--- src/hdl/swbi_pkg.sv ---
// shared types and constants for the stack with bottom increment unit
// no dependencies; used by swbi_cell and the top level
`default_nettype none

package swbi_pkg;

  // number of cells in the chain, one stored entry each
  localparam int unsigned StkDepth = 1024;
  localparam int unsigned IdxW     = $clog2(StkDepth);
  localparam int unsigned CntW     = $clog2(StkDepth + 1);

  // fixed field widths
  localparam int unsigned DataW = 32;
  localparam int unsigned SizeW = 11;
  localparam int unsigned OpW   = 2;

  localparam logic [SizeW-1:0] MaxSizeReset = SizeW'(1024);
  localparam logic [DataW-1:0] EmptyValue   = '1;

  typedef enum logic [OpW-1:0] {
    OP_PUSH = 2'd0,
    OP_POP  = 2'd1,
    OP_INC  = 2'd2
  } op_e;

  // contents of one cell: stored value and its lazy increment
  typedef struct packed {
    logic [DataW-1:0] entry;
    logic [DataW-1:0] pend;
  } cell_data_t;

  // per-cell control for one cycle
  typedef struct packed {
    logic push;
    logic pop;
    logic inc;
  } cell_ctl_t;

endpackage

`default_nettype wire

--- src/hdl/swbi_cell.sv ---
// one cell of the stack chain: holds one entry and its pending increment
// depends on swbi_pkg
`default_nettype none

module swbi_cell (
  input  logic                      clk_i,
  input  swbi_pkg::cell_ctl_t       ctl_i,
  input  swbi_pkg::cell_data_t      above_i,
  input  swbi_pkg::cell_data_t      below_i,
  input  logic [swbi_pkg::DataW-1:0] amt_i,
  output swbi_pkg::cell_data_t      data_o
);
  import swbi_pkg::*;

  cell_data_t data_d, data_q;

  // push shifts down from above, pop shifts up from below, increment adds in place
  always_comb begin
    data_d = data_q;
    priority if (ctl_i.push) begin
      data_d = above_i;
    end else if (ctl_i.pop) begin
      data_d = below_i;
    end else if (ctl_i.inc) begin
      data_d.pend = data_q.pend + amt_i;
    end
  end

  // payload only, no reset needed
  always_ff @(posedge clk_i) begin
    data_q <= data_d;
  end

  assign data_o = data_q;

endmodule

`default_nettype wire

--- config.mk ---
export PLATFORM = sky130hd
export DESIGN_NAME = swbi_cell
export DESIGN_NICKNAME = d
export VERILOG_FILES = /design/src/hdl/swbi_pkg.sv /design/src/hdl/swbi_cell.sv
export SDC_FILE = /design/constraint.sdc
export NUM_CORES = 1
export LEC_CHECK = 0
export BUFFER_PORTS_ARGS = -buffer_cell sky130_fd_sc_hd__clkbuf_2
export CELL_PAD_IN_SITES_DETAIL_PLACEMENT = 0
export CELL_PAD_IN_SITES_GLOBAL_PLACEMENT = 1
export CORE_UTILIZATION = 37
export CTS_CLUSTER_SIZE = 28
export DETAILED_ROUTE_END_ITERATION = 6
export PLACE_DENSITY = 0.95
export SLEW_MARGIN = 20
export SYNTH_ARGS = -nofsm -noshare
export SYNTH_HDL_FRONTEND = slang
export SYNTH_SLANG_ARGS = --single-unit
--- constraint.sdc ---
create_clock -name clk_i -period 5.1 [get_ports clk_i]
set_input_delay 1.02 -clock clk_i [delete_from_list [all_inputs] [get_ports clk_i]]
set_output_delay 1.02 -clock clk_i [all_outputs]
set_load 0.005 [all_outputs]
After elaboration in Yosys (flattened, before gate mapping)
Cells that the tools add are included.

operators by class
  add/sub/neg operators = 1
  multipliers = 0
  divide/modulo/power cells = 0
  magnitude comparators = 0
  eq/ne operators = 0
  shifts and indexed selects = 0
  muxes and demuxes = 4
  bitwise logic cells = 0
  reductions and logical operators = 2

operators by type and width
  operator            count
  2-to-1 mux 32 bit   3
  2-to-1 mux 64 bit   1
  adder 32 bit        1
  nonzero test 3 bit  1
  nonzero test 2 bit  1

storage, ports and cells
  register bits = 64
  latch bits = 0
  bits in writable memories = 0
  memory bits (read-only) = 0
  input port bits = 164
  output and inout port bits = 64
  word-level logic and storage cells = 9
  memories = 0

Depth between registers and ports, before layout
  word-level depth = 4
  depth in mapped cells = 10
  depth with buffers taken out = 10

Least setup slack after synthesis
Ideal clock, no wire load.

  path kind = input port to flip-flop
  from = input amt_i[0] (netlist bit)
  to = register data_q, in the netlist data_o[16] (data pin)
  setup time = 0.265 ns
  arrival = 2.912 ns
  data required time = 4.835 ns
  setup slack = 1.922 ns
  stages on the path = 10
  buffers on the path = 0
  cells stage by stage = ha_1 -> fa_1 -> a21o_1 -> a221oi_1 -> o21ai_0 -> a31oi_1 -> o21ai_0 -> a21oi_1 -> nand2_1 -> nor3b_1

RTL lines
  element               line             text
  start, declared       swbi_cell.sv:10  input logic [swbi_pkg::DataW-1:0] amt_i,
  end signal, assigned  swbi_cell.sv:31  data_q <= data_d;
  end, declared         swbi_cell.sv:15  cell_data_t data_d, data_q;

==> impl_metrics.py <==
metrics = {
    "sta": {
        "finClkSkew_ns": 0.00662,
        "finalCritPeriodShare": 0.638,
        "setup_ws_ns": 1.85,
        "slew_headroom": 0.430,
        "rsz0062_at_grt": "false",
        "slew_violations": 0,
        "finalCriticalPeriod_ns": 3.25,
        "fin_setup_tns_ns": 0,
        "fmax_mhz": 307,
        "final_hold_viol_count": 0,
        "worstMarginPinSlew_ns": 0.853,
        "setup_viol": 0,
    },
    "placement": {
        "hpwl_um": 10900,
        "placed_cell_area_sq_mm": 0.00587,
        "place_congestion": 0.895,
        "dp_cells": 819,
        "io_buffers": 227,
        "pre_cts_slack_ns": 1.55,
    },
    "final_layout": {
        "multi_input_area_sq_mm": 0.00254,
        "regArea_sq_mm": 0.00192,
        "instances_no_fill": 835,
        "area_delta_synth_final_pct": 35.7,
        "fill_cells": 1107,
        "design_area_sq_mm": 0.00622,
        "antenna_cells": 0,
        "largest_reg_flops": 64,
        "drive_gt1_frac": 0.424,
        "fin_nets": 858,
    },
    "synth": {
        "synthTopCellsByArea": "edfxtp_1 42%, ha_1 8.5%, mux2_2 8.1%, a21oi_1 3.6%, a21o_1 3.3%",
        "synth_largest_area_cell": "edfxtp_1",
        "syn-num-nets": 636,
        "synth_warnings": 0,
        "synth.distinct_cells": 57,
        "synthCells": 440,
        "synthTopCellsByCount": "64 x edfxtp_1, 37 x nand2_1, 33 x a21oi_1, 33 x mux2_2, 31 x ha_1",
        "synth_flop_cell": "edfxtp_1",
        "synth.most_common_cell": "edfxtp_1",
        "avgSynthCellArea_sq_um": 10.4,
        "async_reset_ff_frac": 0,
        "synth.cell_area_sq_mm": 0.00458,
        "yosysSeqAreaShare": 0.419,
        "yosys_register_bits": 64,
        "yosysTopAreaCellShare": 0.419,
        "synth-edff-count": 64,
    },
    "routing": {
        "drtIter0Drc": 275,
        "drt-total-wl_um": 14200,
        "vias": 4458,
        "post_drt_wl_per_cell_um": 17.0,
        "drc": 0,
        "drt-pass1-iter-count": 4,
        "ant_nets": 0,
        "routed_via_density": 5.34,
    },
    "worst_hold_path": {
        "hold_depth": 4,
        "hp-class": "flip-flop to flip-flop",
    },
    "global_routing": {
        "grt_pass1_vias": 4533,
        "grt_overflow_total": 0,
        "grt_max_degree": 58,
        "grt_antenna_before_repair": 0,
        "grt_usage": 0.222,
        "grt_pass1_wl_um": 21900,
    },
    "clock_tree": {
        "numCtsBuffers": 9,
        "cts_buffer_depth": 2,
        "post_cts_resized": 0,
        "tritoncts": "built",
        "cts_root_buf": "clkbuf_16",
        "postCtsSetupBuffers": 0,
        "clk_pin_slew_ns": 0.06,
        "cts_num_sinks": 64,
        "ctsHoldBuffers": 0,
        "cts.htree.levels": 3,
        "clk_latency_ns": 0.33,
    },
    "floorplan": {
        "coreArea_sq_mm": 0.0121,
        "dieArea_sq_mm": 0.0128,
        "num_rows": 40,
        "ios": 228,
        "die_h_um": 113,
        "initial_core_util": 0.380,
        "dieWidth_um": 113,
    },
    "pwr": {
        "power-per-cell-area_mw_per_mm2": 336,
        "ir_drop_uv": 162,
        "p_leak_nw": 2.90,
    },
    "setup_path": {
        "critical_path_arrival_ns": 3.41,
        "critPathMaxFanout": 3,
        "end_kind": "flip-flop",
        "crit_type": "primary input to flip-flop",
        "start_kind": "primary input",
        "rr_worst_depth": 10,
        "crit_required_ns": 5.26,
    },
    "run_status": {
        "status": "completed",
    },
    "job": {
        "maxCapViolations": 0,
    },
}
cells by family after synthesis:
family          Yosys count  share of synthesized area
flops                    64                      0.419
simple gates            101                      0.106
mux                      38                     0.0923
compound gates          152                      0.224
fa+ha+maj                32                     0.0890
buf+inv                  31                     0.0273
xor+xnor                 22                     0.0420
final timing paths:
check / startpoint / end / slack [ns]
max: amt_i[0] / data_o[16] / 1.85
min: data_o[31] / data_o[31] / 0.83
max reg2reg: data_o[0] / data_o[16] / 2.19
min reg2reg: data_o[31] / data_o[31] / 0.83
per-layer routing:
| metal | global-route usage | part of all wire | vias up |
|---|---|---|---|
| met2 | 0.388 | 0.50 | 208 |
| met1 | 0.265 | 0.41 | 2080 |
| met4 | 0.0912 | 0.016 | 0 |
| li1 | - | - | 2150 |
| met5 | 0 | 0 | - |
| met3 | 0.0434 | 0.071 | 20 |
power by group:
group	leakage (nW)	switching [mW]	total, mW	internal [mW]
Combinational	2.08	0.356	0.659	0.304
Clock	0.167	0.250	0.731	0.481
Sequential	0.657	0.0352	0.698	0.662
Total	2.90	0.640	2.09	1.45
layout make-up:
cell class / instances / share of cell area
clock buffers: 10 / 0.0368
clock inverters: 6 / 0.0187
inverters: 12 / 0.00724
multi-input cells: 345 / 0.408
flip-flops and latches: 64 / 0.309
well taps: 168 / 0.0338
repair buffers: 230 / 0.186
cell usage in the layout (no fill, tap or decap), types with 6 or more instances in the layout:
cell       synthesis  layout
o21ai_0           20      20
o211ai_1          11      11
xor2_1             9       9
o22ai_1            7       7
o21a_1            13      13
xnor2_1           13      13
o21bai_1           8       8
a22oi_1            6       6
nor3_1             9       9
and3_1             6       6
nor2_1            20      20
clkbuf_2           0     227
a21o_1            20      20
a21oi_1           33      33
mux2_2            33      33
inv_1             10      10
edfxtp_1          64      64
clkbuf_16          0       9
nand2_1           37      37
or3_1              6       6
ha_1              31      31
critical path, cell delays in order:
cell	delay [ns]
clkbuf_2	0.08
ha_1	0.21
fa_1	0.41
a21o_1	0.23
a221oi_1	0.41
o21ai_0	0.21
a31oi_1	0.20
o21ai_0	0.11
a21oi_1	0.21
nor4b_1	0.08
nor3b_1	0.24
through the flow:
stage	power, mW	hold slack, ns	util
floorplan	1.12	0.735	-
global placement	1.35	0.791	0.487
detailed placement	1.36	0.805	0.487
CTS	2.10	0.819	0.515
global route	2.19	0.876	0.515
finish	2.09	0.826	0.515
Power figures use the tool's default switching activity.
